<file path="src/rtl/core/mbfr_pkg.sv">
// shared types, constants and helpers for the msb-first bit field reader
// no dependencies; every other file of the block imports this package
package mbfr_pkg;

   localparam int unsigned POS_W        = 24;
   localparam int unsigned VALUE_W      = 32;
   localparam int unsigned FUNC_W       = 3;
   localparam int unsigned BITS_W       = 5;
   localparam int unsigned MULT_W       = 8;
   localparam int unsigned LOAD_ADDR_W  = 12;
   localparam int unsigned BUF_W        = 13;
   localparam int unsigned BYTE_W       = 8;
   localparam int unsigned WINDOW_BYTES = 5;
   localparam int unsigned WINDOW_W     = WINDOW_BYTES * BYTE_W;
   // byte index of the window: position over eight plus the window offset
   localparam int unsigned IDX_W        = POS_W - 3 + 1;
   localparam int unsigned CNT_W        = 3;
   localparam int unsigned DIV_CNT_W    = 5;

   localparam logic [POS_W-1:0] POS_MAX = 24'hFFFFFF;

   localparam int unsigned DEF_STORE_BYTES    = 4096;
   localparam int unsigned DEF_MAX_FIELD_BITS = 31;

   typedef enum logic [FUNC_W-1:0] {
      FN_LOAD     = 3'd0,
      FN_PEEK     = 3'd1,
      FN_READ_UNS = 3'd2,
      FN_READ_SGN = 3'd3,
      FN_READ_OFS = 3'd4,
      FN_ALIGN    = 3'd5,
      FN_REWIND   = 3'd6
   } mbfr_func_type;

   typedef enum logic [2:0] {
      ST_IDLE,
      ST_FETCH,
      ST_EXTRACT,
      ST_DIVIDE,
      ST_FINISH
   } mbfr_state_type;

   typedef struct packed {
      logic              done;
      logic [MULT_W-1:0] remainder;
   } mbfr_mod_result_type;

   function automatic logic [BITS_W-1:0] clamp_bits(input logic [BITS_W-1:0] bits,
                                                    input logic [BITS_W-1:0] limit);
      return (bits > limit) ? limit : bits;
   endfunction

endpackage

</file>
<file path="src/rtl/core/mbfr_mod.sv">
// iterative remainder unit: one restoring step per cycle over the position bits
// depends on mbfr_pkg for widths and the result struct
module mbfr_mod (
   input  logic                            clock,
   input  logic                            reset,
   input  logic                            start,
   input  logic [mbfr_pkg::POS_W-1:0]      dividend,
   input  logic [mbfr_pkg::MULT_W-1:0]     divisor,
   output mbfr_pkg::mbfr_mod_result_type   result
);
   import mbfr_pkg::*;

   localparam logic [DIV_CNT_W-1:0] STEPS = DIV_CNT_W'(POS_W);

   logic [DIV_CNT_W-1:0] count_ff, count_in;
   logic                 done_ff, done_in;
   logic [MULT_W-1:0]    rem_ff, rem_in;
   logic [MULT_W-1:0]    div_ff, div_in;
   logic [POS_W-1:0]     bits_ff, bits_in;
   logic [MULT_W:0]      trial;

   always_comb begin
      trial    = {rem_ff, bits_ff[POS_W-1]};
      count_in = count_ff;
      done_in  = 1'b0;
      rem_in   = rem_ff;
      div_in   = div_ff;
      bits_in  = bits_ff;
      if (start) begin
         count_in = STEPS;
         rem_in   = '0;
         div_in   = divisor;
         bits_in  = dividend;
      end else if (count_ff != '0) begin
         // remainder stays below the divisor, so the trial fits in nine bits
         if (trial >= {1'b0, div_ff}) begin
            trial = trial - {1'b0, div_ff};
         end
         rem_in   = trial[MULT_W-1:0];
         bits_in  = {bits_ff[POS_W-2:0], 1'b0};
         count_in = count_ff - 1'b1;
         done_in  = (count_ff == DIV_CNT_W'(1));
      end
   end

   always_ff @(posedge clock) begin
      if (reset) begin
         count_ff <= '0;
         done_ff  <= 1'b0;
      end else begin
         count_ff <= count_in;
         done_ff  <= done_in;
      end
      rem_ff  <= rem_in;
      div_ff  <= div_in;
      bits_ff <= bits_in;
   end

   assign result.done      = done_ff;
   assign result.remainder = rem_ff;

endmodule

</file>
<file path="config.mk">
export PLATFORM = sky130hd
export DESIGN_NAME = mbfr_mod
export DESIGN_NICKNAME = d
export VERILOG_FILES = /design/src/rtl/core/mbfr_pkg.sv /design/src/rtl/core/mbfr_mod.sv
export SDC_FILE = /design/constraint.sdc
export NUM_CORES = 1
export LEC_CHECK = 0
export ABC_AREA = 0
export BUFFER_PORTS_ARGS = -buffer_cell sky130_fd_sc_hd__buf_2
export CAP_MARGIN = 30
export CORE_MARGIN = 2
export CORE_UTILIZATION = 50
export DETAILED_ROUTE_END_ITERATION = 16
export PLACE_DENSITY = 0.84
export SETUP_SLACK_MARGIN = 0.5
export SLEW_MARGIN = 15
export SYNTH_ARGS = -nofsm -noshare
export SYNTH_HDL_FRONTEND = slang
export SYNTH_SLANG_ARGS = --single-unit
</file>
<file path="constraint.sdc">
create_clock -name clock -period 2.7 [get_ports clock]
set_input_delay 0.405 -clock clock [delete_from_list [all_inputs] [get_ports clock]]
set_output_delay 0.405 -clock clock [all_outputs]
set_load 0.01 [all_outputs]
</file>
==> results of run 1 <==
state kept, by name, summed over array words and instances (netlist names):
signal,flops
done_ff,1
div_ff,8
bits_ff,24
rem_ff,8
count_ff,5
report_power, final:
| group | internal, mW | total (mW) | switching [mW] | leakage (nW) |
|---|---|---|---|---|
| combinational | 0.396 | 0.880 | 0.484 | 0.658 |
| clock | 0.185 | 0.430 | 0.245 | 0.0408 |
| sequential | 0.902 | 0.984 | 0.0823 | 0.444 |
Yosys cell counts (all sizes together) (3+ instances only):
cell type | n | area [µm²]
a311oi | 6 | 58.80
ha | 10 | 125.1
nand3 | 8 | 40.04
mux2 | 23 | 259.0
dfxtp | 14 | 280.3
buf | 3 | 15.02
xnor2 | 3 | 26.28
nor3 | 6 | 41.29
a211oi | 3 | 22.52
nand2 | 9 | 36.29
inv | 13 | 48.80
a21oi | 7 | 42.54
clkbuf | 4 | 16.26
or3 | 5 | 32.53
o21ai | 6 | 30.03
nor2 | 16 | 67.56
edfxtp | 32 | 960.9
layout make-up:
cell class	instances	area share (%)
flip-flops and latches	46	45.40
clock inverters	3	0.8696
clock buffers	5	2.517
well taps	52	2.380
multi-input cells	130	38.17
inverters	13	1.785
repair buffers	45	8.879
how the worst max path moves through the flow:
stage	endpoint	slack, ns
final	rem_ff[6]	0.57
after global routing	rem_ff[6]	0.49
after CTS	rem_ff[6]	0.55
after detailed placement	bits_ff[7]	0.39
after global placement	bits_ff[13]	0.46
after floorplan	bits_ff[0]	0.63
kinds of logic after synthesis:
logic type,count (synthesis),share of synthesized area [%]
and+or+nand+nor,56,13.03
xor gates and xnor gates,4,1.495
DFF,46,52.96
muxes,24,11.48
adders and majority gates,11,6.193
AOI/OAI and AO/OA,35,11.43
buffers and inverters,20,3.417
timing repair:
| item | CTS | global route |
|---|---|---|
| buffers inserted | 0 | 1 |
| gates resized for setup | 2 | 3 |
| endpoints found under the setup margin | 24 | 5 |
| pin swaps | 0 | 1 |
worst max-delay path, stage by stage (launching register included):
cell and delay [ns]:
edfxtp_1 0.38, ha_1 0.23, fa_1 0.41, nand2b_1 0.18
a21boi_1 0.23, mux2i_1 0.26, o22ai_1 0.11, a311oi_1 0.25
routing by layer:
metal / GRT usage [%] / vias up
li1: - / 825
met1: 24.64 / 784
met2: 29.46 / 51
met3: 4.306 / 8
met4: 6.379 / 0
met5: 0 / -
cells in the final DEF, fill, tap and decap left out, drive strengths merged, types with 3 or more instances in the layout:
master / Yosys / routed
a211oi: 3 / 3
a21oi: 7 / 7
a311oi: 6 / 6
buf: 3 / 45
clkbuf: 4 / 5
dfxtp: 14 / 14
edfxtp: 32 / 32
ha: 10 / 10
inv: 13 / 14
mux2: 23 / 23
nand2: 9 / 9
nand3: 8 / 8
nor2: 16 / 16
nor3: 6 / 6
o21ai: 6 / 6
or3: 5 / 5
xnor2: 3 / 3
through the flow:
stage	utilization, %	total power [mW]	worst slack (ns)	cells
2_1_floorplan	-	1.592	0.6278	196
3_3_place_gp	58.50	1.777	0.4565	285
3_5_place_dp	58.50	1.804	0.3895	285
4_1_cts	60.70	2.239	0.5507	293
5_1_grt	61.51	2.440	0.4901	294
6_report	61.51	2.294	0.5698	294
==> results.tsv, run 1 <==
metric	value	unit
status	finished clean	
worstHoldStart	divisor[7]	
ctsRootBufferMaster	clkbuf_8	
nets	287	
drv_cap	0	
met2_length	2022	µm
relSlewSlack	64.12	%
drt-met1-wl	1954	µm
gp_congestion	0.9041	
holdCritPathClass	primary input to flop	
drc_errors	0	
timing.rr.end	rem_ff[6]	
timing.final.crit_share	78.89	%
holdPathEnd	div_ff[7]	
synth-main-ff-cell	edfxtp_1	
rr_worst_depth	7	
vias	1668	
synth_cells	196	
r2r_setup_slack	0.57	ns
setup.worst_path.start_class	flop	
clk_transition_reported_paths	0.09	ns
hold_depth	1	
design.core.area	4444	µm²
hold_viol	0	
synth.avg_cell_area	11.96	µm²
initial_core_util	52.73	%
cts_made_buffers	5	
rsz0062_at_grt	yes	
final-setup-viol-count	0	
drive_above_1_share	36.78	%
routedWlPerCell	14.81	µm
antenna_found_initial	0	
rr_startpoint	div_ff[0]	
rows	24	
synth.cell_area	2343	µm²
cts_hold_buffers	0	
worst_pin_slew	0.5383	ns
crit_fanout	2	
wl_met3	296	µm
finClkSkew	0.007355	ns
ys_types	50	
stdcell_area	2734	µm²
dieArea	5250	µm²
async_flop_share	0	%
grt_max_degree	49	
grt-ovfl-total	0	
grt_usage	18.37	%
io_buffers	43	
p_leak	1.142	nW
path_class	flop to flop	
crit_required	2.91	ns
ant_nets	0	
syn_to_final_growth	16.66	%
clock_latency	0.29	ns
die_w	72.46	µm
place_area	2600	µm²
fin_hold_ws	0.2776	ns
cts_tree	yes	
io-pin-count	44	
dp_hpwl	3057	µm
h-tree-depth	2	
yosysWarnings	0	
slew_viol_final	0	
multi_input_area	1044	µm²
cp-startpoint	div_ff[0]	
ff_latch_area	1241	µm²
synth_nets	242	
num_antenna_cells	0	
fmax	469.4	MHz
vdd_ir_drop_max	0.4371	mV
cp.arrival	2.34	ns
clk_path_buf_depth	2	
fin_crit	2.130	ns
synth_edf_count	32	
avgViaCountPerCell	5.673	
drtPass1Iterations	4	
powerDensity	839.1	nW/µm²
topRoutingLayerUsed	met4	
yosysSeqAreaShare	52.96	%
clock_sinks	46	
grt_pass1_vias	1657	
end_kind	flop	
nFillCells	355	
routed_wl	4353	µm
fp.dieH	72.46	µm
ys_ff_latch	46	
tns	0	ns
grt_pass1_wl	7417	µm
drt_iter0_drc	157	
(Power assumes the default switching activity.)
==> run 2, diff against run 1 <==
Settings changed: ABC_AREA 0 to 1, PLACE_DENSITY 0.84 to 0.87.
Clock period 2.7 ns to 1.8 ns, I/O delays scaled along.
==> run 2 against run 1 <==
Net effect:
- final cell count grew 38%
- register-to-register slack lost 0.38 ns
- via count grew 23%
- power is 80% higher
- sequential share of layout area shrank 7.4 points
- die area up 2.9%
- sequential power increased by 51%
- sequential cell count did not move
- synthesized cell count grew 45%
- critical endpoint is now rem_ff[3]
- largest cell class is now multi-input combinational cells
==> results.tsv, run 2 <==
metric	value	unit	change
die_w	73.52	µm	was 72.46 µm
gp_congestion	0.8575		was 0.9041
p_switching	1.512	mW	was 0.8113 mW
clk_transition_reported_paths	0.09	ns	about the same
end_kind	flop		unchanged
avgViaCountPerCell	5.054		was 5.673
grt_usage	21.09	%	was 18.37%
synth.avg_cell_area	8.477	µm²	was 11.96 µm²
synthAdderAreaFrac	6.007	%	was 6.193%
synth_nets	331		was 242
yosysTopAreaCell	edfxtp_1		unchanged
hold_depth	1		unchanged
clock_sinks	46		unchanged
drtPass1Iterations	4		unchanged
synth.cell_area	2416	µm²	was 2343 µm²
yosysMostFrequentCell	nand2_1		was edfxtp_1
ant_nets	0		unchanged
finClkSkew	0.004783	ns	was 0.007355 ns
ctsRootBufferMaster	clkbuf_8		unchanged
comb_power_share	45.6	%	was 38.4%
yosys-top-cells-count	nand2_1 (131), edfxtp_1 (32), inv_1 (28)		was edfxtp_1 (32), mux2_2 (23), nor2_1 (15)
crit_family	simple AND/OR/NAND/NOR gates		was adder cells
grt_pass1_wl	8680	µm	was 7417 µm
timing.final.crit_share	89.38	%	was 78.89%
timing.rr.end	rem_ff[3]		was rem_ff[6]
clk_path_buf_depth	2		unchanged
synth_area_leaders	edfxtp_1 (40%), nand2_1 (20%), dfxtp_1 (12%), ha_1 (5.2%), inv_1 (4.4%)		was edfxtp_1 (41%), dfxtp_1 (12%), mux2_2 (11%), ha_1 (5.3%), nor2_1 (2.4%)
grt_pass1_vias	1966		was 1,657
dp_hpwl	3668	µm	was 3057 µm
hold_viol	0		unchanged
stdcell_area	3291	µm²	was 2734 µm²
tns	0	ns	unchanged
synth_top_cell_area_share	39.77	%	was 41.00%
powerDensity	1258	nW/µm²	was 839.1 nW/µm²
path_class	flop to flop		unchanged
synth_xor_area_share	1.450	%	was 1.495%
design.core.area	4692	µm²	was 4444 µm²
worst_pin_slew	0.3907	ns	was 0.5383 ns
regMostFlops	bits_ff		unchanged
nets	398		was 287
routedWlPerCell	13.92	µm	was 14.81 µm
h-tree-depth	2		unchanged
power.internal	2.628	mW	was 1.483 mW
layout_commonest_cell	nand2_1		was buf_2
top_regs	bits_ff x24, div_ff x8, rem_ff x8		unchanged
seqPwrFrac	36.0	%	was 42.9%
synth_compound_area_share	2.538	%	was 11.43%
synth-main-ff-cell	edfxtp_1		unchanged
drv_cap	0		unchanged
cts_made_buffers	5		unchanged
p_leak	1.618	nW	was 1.142 nW
io_buffers	43		unchanged
crit_path_max_incr_delay	0.33	ns	was 0.41 ns
num_antenna_cells	0		unchanged
most-common-layout-cells	nand2_1 (117), buf_2 (43), edfxtp_1 (32)		was buf_2 (43), edfxtp_1 (32), mux2_2 (23)
yosysWarnings	0		unchanged
critPathMostFrequentCell	nand2_1		
clkPwrFrac	18.4	%	was 18.7%
antenna_found_initial	0		unchanged
final-setup-viol-count	0		unchanged
vdd_ir_drop_max	0.6815	mV	was 0.4371 mV
drt_iter0_drc	163		was 157
synth-simple-area-share	32.37	%	was 13.03%
setup.worst_path.start_class	flop		unchanged
cts_tree	yes		unchanged
slew_viol_final	0		unchanged
syn_to_final_growth	36.20	%	was 16.66%
fmax	621.6	MHz	was 469.4 MHz
r2r_setup_slack	0.19	ns	was 0.57 ns
holdCritPathClass	primary input to flop		unchanged
io-pin-count	44		unchanged
vias	2057		was 1,668
dieArea	5404	µm²	was 5250 µm²
crit_fanout	8		was 2
routed_wl	5665	µm	was 4353 µm
power	4.140	mW	was 2.294 mW
fp.dieH	73.52	µm	was 72.46 µm
synth_top_family_by_area	simple AND/OR/NAND/NOR gates		unchanged
clock_latency	0.30	ns	was 0.29 ns
relSlewSlack	73.91	%	was 64.12%
worstHoldStart	divisor[1]		was divisor[7]
ys_types	31		was 50
grt_max_degree	26		was 49
place_area	2841	µm²	was 2600 µm²
yosysSeqAreaShare	51.37	%	was 52.96%
slowest_stage	edfxtp_1		was fa_1
cts_hold_buffers	0		unchanged
rows	25		was 24
grt-ovfl-total	0		unchanged
fin_crit	1.609	ns	was 2.130 ns
cp.arrival	1.85	ns	was 2.34 ns
cp_num_buf_inv	1		was 0
drc_errors	0		unchanged
drive_above_1_share	40.51	%	was 36.78%
holdPathEnd	div_ff[1]		was div_ff[7]
rsz0062_at_grt	yes		unchanged
crit_required	2.04	ns	was 2.91 ns
synthMuxAreaShare	0	%	was 11.48%
cp_cell_sequence	inv_1 > ha_4 > nand2_1 > nor2_1 > nand3_2 > and2_4 > nand3b_1 > nand3_1 > nand2_1		was ha_1 > fa_1 > nand2b_1 > a21boi_1 > mux2i_1 > o22ai_1 > a311oi_1
rr_worst_depth	9		was 7
largest_reg_flops	24		unchanged
synth_edf_count	32		unchanged
status	finished clean		unchanged
ys_ff_latch	46		unchanged
initial_core_util	51.49	%	was 52.73%
synth_cells	285		was 196
p_sw_share	36.51	%	was 35.37%
rr_startpoint	div_ff[5]		was div_ff[0]
async_flop_share	0	%	unchanged
==> run 2: cell count changes after synthesis, moves of 5 or more <==
cell | previous run | this run
mux2_2 | 23 | 0
inv_1 | 13 | 28
nand2_1 | 8 | 131
nand3_2 | 0 | 6
a311oi_1 | 5 | 0
==> run 2: layout make-up <==
class | count | area [µm²]
inverter | 30 | 121.4
timing repair buffer | 67 | 474.2
tap | 54 | 67.56
clock buffer | 7 | 76.32
multi-input combinational | 202 | 1270
fill | 344 | 1401
sequential | 46 | 1251
clock inverter | 1 | 30.03
==> run 2: timing repair <==
item | in CTS | in global routing
cloned | 1 | 2
setup buffers | 7 | 11
setup endpoints to repair | 32 | 33
resized for setup | 14 | 25
pin swaps | 12 | 30
==> run 2: worst max path at each step <==
stage | cells after the start | from | to
after floorplan | 7 | count_ff[0] | bits_ff[0]
after global placement | 11 | div_ff[4] | rem_ff[7]
after detailed placement | 11 | div_ff[4] | rem_ff[1]
after CTS | 10 | div_ff[0] | rem_ff[6]
after global routing | 11 | div_ff[3] | rem_ff[3]
final | 9 | div_ff[5] | rem_ff[3]
==> run 2: power by group through the flow <==
stage | clock (mW) | combinational, mW | sequential (mW)
global placement | 0 | 1.37 | 1.51
finish | 0.762 | 1.89 | 1.49
floorplan | 0 | 1.08 | 1.52
detailed placement | 0 | 1.45 | 1.51
global route | 0.798 | 2.06 | 1.51
CTS | 0.762 | 1.62 | 1.49
==> run 2: routing by layer <==
metal	share of wire, %	vias to the layer above	global-route usage, %
met5	0	-	0
met3	6.4	6	4.664
met1	43	942	26.64
li1	-	1032	-
met2	50	77	35.32
met4	0.78	0	7.879
==> run 2: logic make-up (layout without fill, tap and decap cells) <==
family | Yosys count | in the layout
buf+inv | 37 | 105
simple gates | 176 | 176
xor+xnor | 4 | 4
compound gates | 11 | 11
flops | 46 | 46
fa+ha+maj | 11 | 11
==> run 2: per-stage QoR <==
step	setup slack (ns)	utilization [%]	std cells	hold slack [ns]
final	0.1911	70.13	407	0.1448
after global routing	0.08288	70.13	407	0.1347
after CTS	0.1761	65.76	394	0.1421
after floorplan	0.1102	-	285	0.3391
after global placement	0.2433	60.56	378	0.4463
after detailed placement	0.1356	60.56	378	0.4483
==> run 2: worst reg2reg max path: stages (launching register included) <==
cell	delay (ns)
edfxtp_1	0.33
inv_1	0.06
ha_4	0.31
nand2_1	0.08
nor2_1	0.16
nand3_2	0.15
and2_4	0.21
nand3b_1	0.10
nand3_1	0.08
nand2_1	0.08
==> run 3, diff against run 2 <==
Settings changed: REMOVE_ABC_BUFFERS set to 1.
==> run 3 against run 2 <==
Net effect:
- critical path depth grew 1
- core utilization shrank 3.1 points
- routed wire length grew 3.1%
- clock skew grew 0.00080 ns
- first-iteration DRC count grew 3.1%
- sequential power is essentially flat
- design area shrank 4.5%
- final cell count shrank 2.2%
- global-route usage grew 0.39 points
- sequential share of layout area grew 1.7 points
- critical path type unchanged
- largest cell class is now registers
- largest power group unchanged
==> results.tsv, run 3 (synthesized netlist as in run 2, its figures left out) <==
metric	value	unit	change
largest_reg_flops	24		unchanged
slowest_stage	edfxtp_1		unchanged
routed_wl	5841	µm	was 5665 µm
grt_pass1_vias	2017		was 1,966
hold_viol	0		unchanged
p_leak	1.547	nW	was 1.618 nW
end_kind	flop		unchanged
path_class	flop to flop		unchanged
nets	389		was 398
drtPass1Iterations	4		unchanged
dp_hpwl	3411	µm	was 3668 µm
regMostFlops	bits_ff		unchanged
drive_above_1_share	37.79	%	was 40.51%
clk_path_buf_depth	2		unchanged
drt_iter0_drc	168		was 163
vias	2072		was 2,057
syn_to_final_growth	30.09	%	was 36.20%
timing.final.crit_share	92.02	%	was 89.38%
die_w	73.52	µm	unchanged
crit_fanout	2		was 8
rows	25		unchanged
power.internal	2.592	mW	was 2.628 mW
clkPwrFrac	18.3	%	was 18.4%
ctsRootBufferMaster	clkbuf_8		unchanged
io_buffers	43		unchanged
fin_crit	1.656	ns	was 1.609 ns
fmax	603.7	MHz	was 621.6 MHz
cp.arrival	1.85	ns	about the same
fp.dieH	73.52	µm	unchanged
grt-ovfl-total	0		unchanged
finClkSkew	0.005583	ns	was 0.004783 ns
comb_power_share	45.7	%	was 45.6%
fin_hold_ws	0.1463	ns	was 0.1448 ns
seqPwrFrac	36.0	%	about the same
h-tree-depth	2		unchanged
nFillCells	370		was 344
power	4.121	mW	was 4.140 mW
cts_made_buffers	5		unchanged
cp_cell_sequence	ha_4 > fa_2 > nor2_4 > o21bai_4 > nand2_1 > nand2_1 > nand2_2 > nand2_2 > nand3_2 > nand2_1		was inv_1 > ha_4 > nand2_1 > nor2_1 > nand3_2 > and2_4 > nand3b_1 > nand3_1 > nand2_1
rsz0062_at_grt	yes		unchanged
top_regs	bits_ff x24, div_ff x8, rem_ff x8		unchanged
grt_pass1_wl	8914	µm	was 8680 µm
dieArea	5404	µm²	unchanged
gp_congestion	0.9083		was 0.8575
ant_nets	0		unchanged
avgViaCountPerCell	5.206		was 5.054
drv_cap	0		unchanged
routedWlPerCell	14.68	µm	was 13.92 µm
stdcell_area	3143	µm²	was 3291 µm²
relSlewSlack	75.31	%	was 73.91%
vdd_ir_drop_max	0.5958	mV	was 0.6815 mV
tns	0	ns	unchanged
final-setup-viol-count	0		unchanged
grt_usage	21.48	%	was 21.09%
antenna_found_initial	0		unchanged
setup.worst_path.start_class	flop		unchanged
clock_latency	0.30	ns	about the same
layout_commonest_cell	nand2_1		unchanged
most-common-layout-cells	nand2_1 (117), buf_2 (43), edfxtp_1 (32)		unchanged
crit_path_max_incr_delay	0.42	ns	was 0.33 ns
crit_required	2.00	ns	was 2.04 ns
grt_max_degree	28		was 26
design.core.area	4692	µm²	unchanged
cts_tree	yes		unchanged
io-pin-count	44		unchanged
slew_viol_final	0		unchanged
worst_pin_slew	0.3699	ns	was 0.3907 ns
p_switching	1.529	mW	was 1.512 mW
cts_hold_buffers	0		unchanged
holdCritPathClass	primary input to flop		unchanged
p_sw_share	37.10	%	was 36.51%
critPathMostFrequentCell	nand2_1		unchanged
place_area	2695	µm²	was 2841 µm²
status	finished clean		unchanged
powerDensity	1311	nW/µm²	was 1258 nW/µm²
num_antenna_cells	0		unchanged
initial_core_util	51.49	%	unchanged
clock_sinks	46		unchanged
drc_errors	0		unchanged
clk_transition_reported_paths	0.08	ns	was 0.09 ns
[run 3: cell count changes in the layout (fill, tap and decap cells not counted), moves of 2 or more]
| cell | previous run | this run |
|---|---|---|
| buf_4 | 17 | 12 |
| inv_4 | 2 | 0 |
| nand2_4 | 4 | 2 |
| dfxtp_1 | 6 | 9 |
| nand2_2 | 11 | 13 |
| inv_2 | 9 | 12 |
| buf_6 | 3 | 1 |
| dfxtp_2 | 8 | 5 |
[run 3: power groups by stage]
stage          registers [mW]  clock network [mW]  logic (mW)
2_1_floorplan            1.48                   0       0.932
3_3_place_gp             1.46                   0        1.24
3_5_place_dp             1.47                   0        1.29
4_1_cts                  1.48               0.759        1.62
5_1_grt                  1.51               0.801        2.04
6_report                 1.48               0.753        1.88
[run 3: worst paths after layout]
check	startpoint	end	slack [ns]	cells past startpoint
max	div_ff[0]	rem_ff[6]	0.14	10
min	divisor[6]	div_ff[6]	0.15	1
max reg2reg	div_ff[0]	rem_ff[6]	0.14	10
min reg2reg	rem_ff[7]	rem_ff[7]	0.48	2
[run 3: cell type report]
| type | count | area (µm²) | share of cell area, % |
|---|---|---|---|
| well taps | 54 | 67.56 | 2.150 |
| clock inverters | 2 | 33.78 | 1.075 |
| flip-flops and latches | 46 | 1247 | 39.69 |
| clock buffers | 6 | 72.57 | 2.309 |
| repair buffers | 58 | 361.6 | 11.50 |
| multi-input cells | 202 | 1247 | 39.69 |
| inverters | 30 | 112.6 | 3.583 |
[run 3: worst max-delay path, delay by kind of cell, from the launching register on]
kind | cells | cell delay [ns]
fa+ha+maj | 2 | 0.56
flops | 1 | 0.42
compound gates | 1 | 0.07
simple gates | 7 | 0.52
[run 3: per-layer routing]
| layer | wire length [µm] | up-vias | track usage (%) |
|---|---|---|---|
| met5 | 0 | - | 0 |
| met4 | 189 | 0 | 8.889 |
| met3 | 313 | 19 | 5.213 |
| met2 | 3088 | 80 | 37.60 |
| met1 | 2249 | 950 | 25.00 |
| li1 | - | 1023 | - |
[run 3: what timing repair did]
action / in CTS / in global routing
buffers inserted: 9 / 2
endpoints found under the hold margin: 0 / 0
setup endpoints to repair: 32 / 35
resized for setup: 40 / 21
pin swaps: 21 / 15
gates cloned: 0 / 1
[run 3: stage by stage]
stage               setup slack, ns  instances  utilization [%]
floorplan                   0.04489        278                -
global placement             0.1681        378            57.44
detailed placement          0.09058        378            57.44
CTS                          0.2272        395            64.72
global route                0.09142        398            66.99
finish                       0.1436        398            66.99
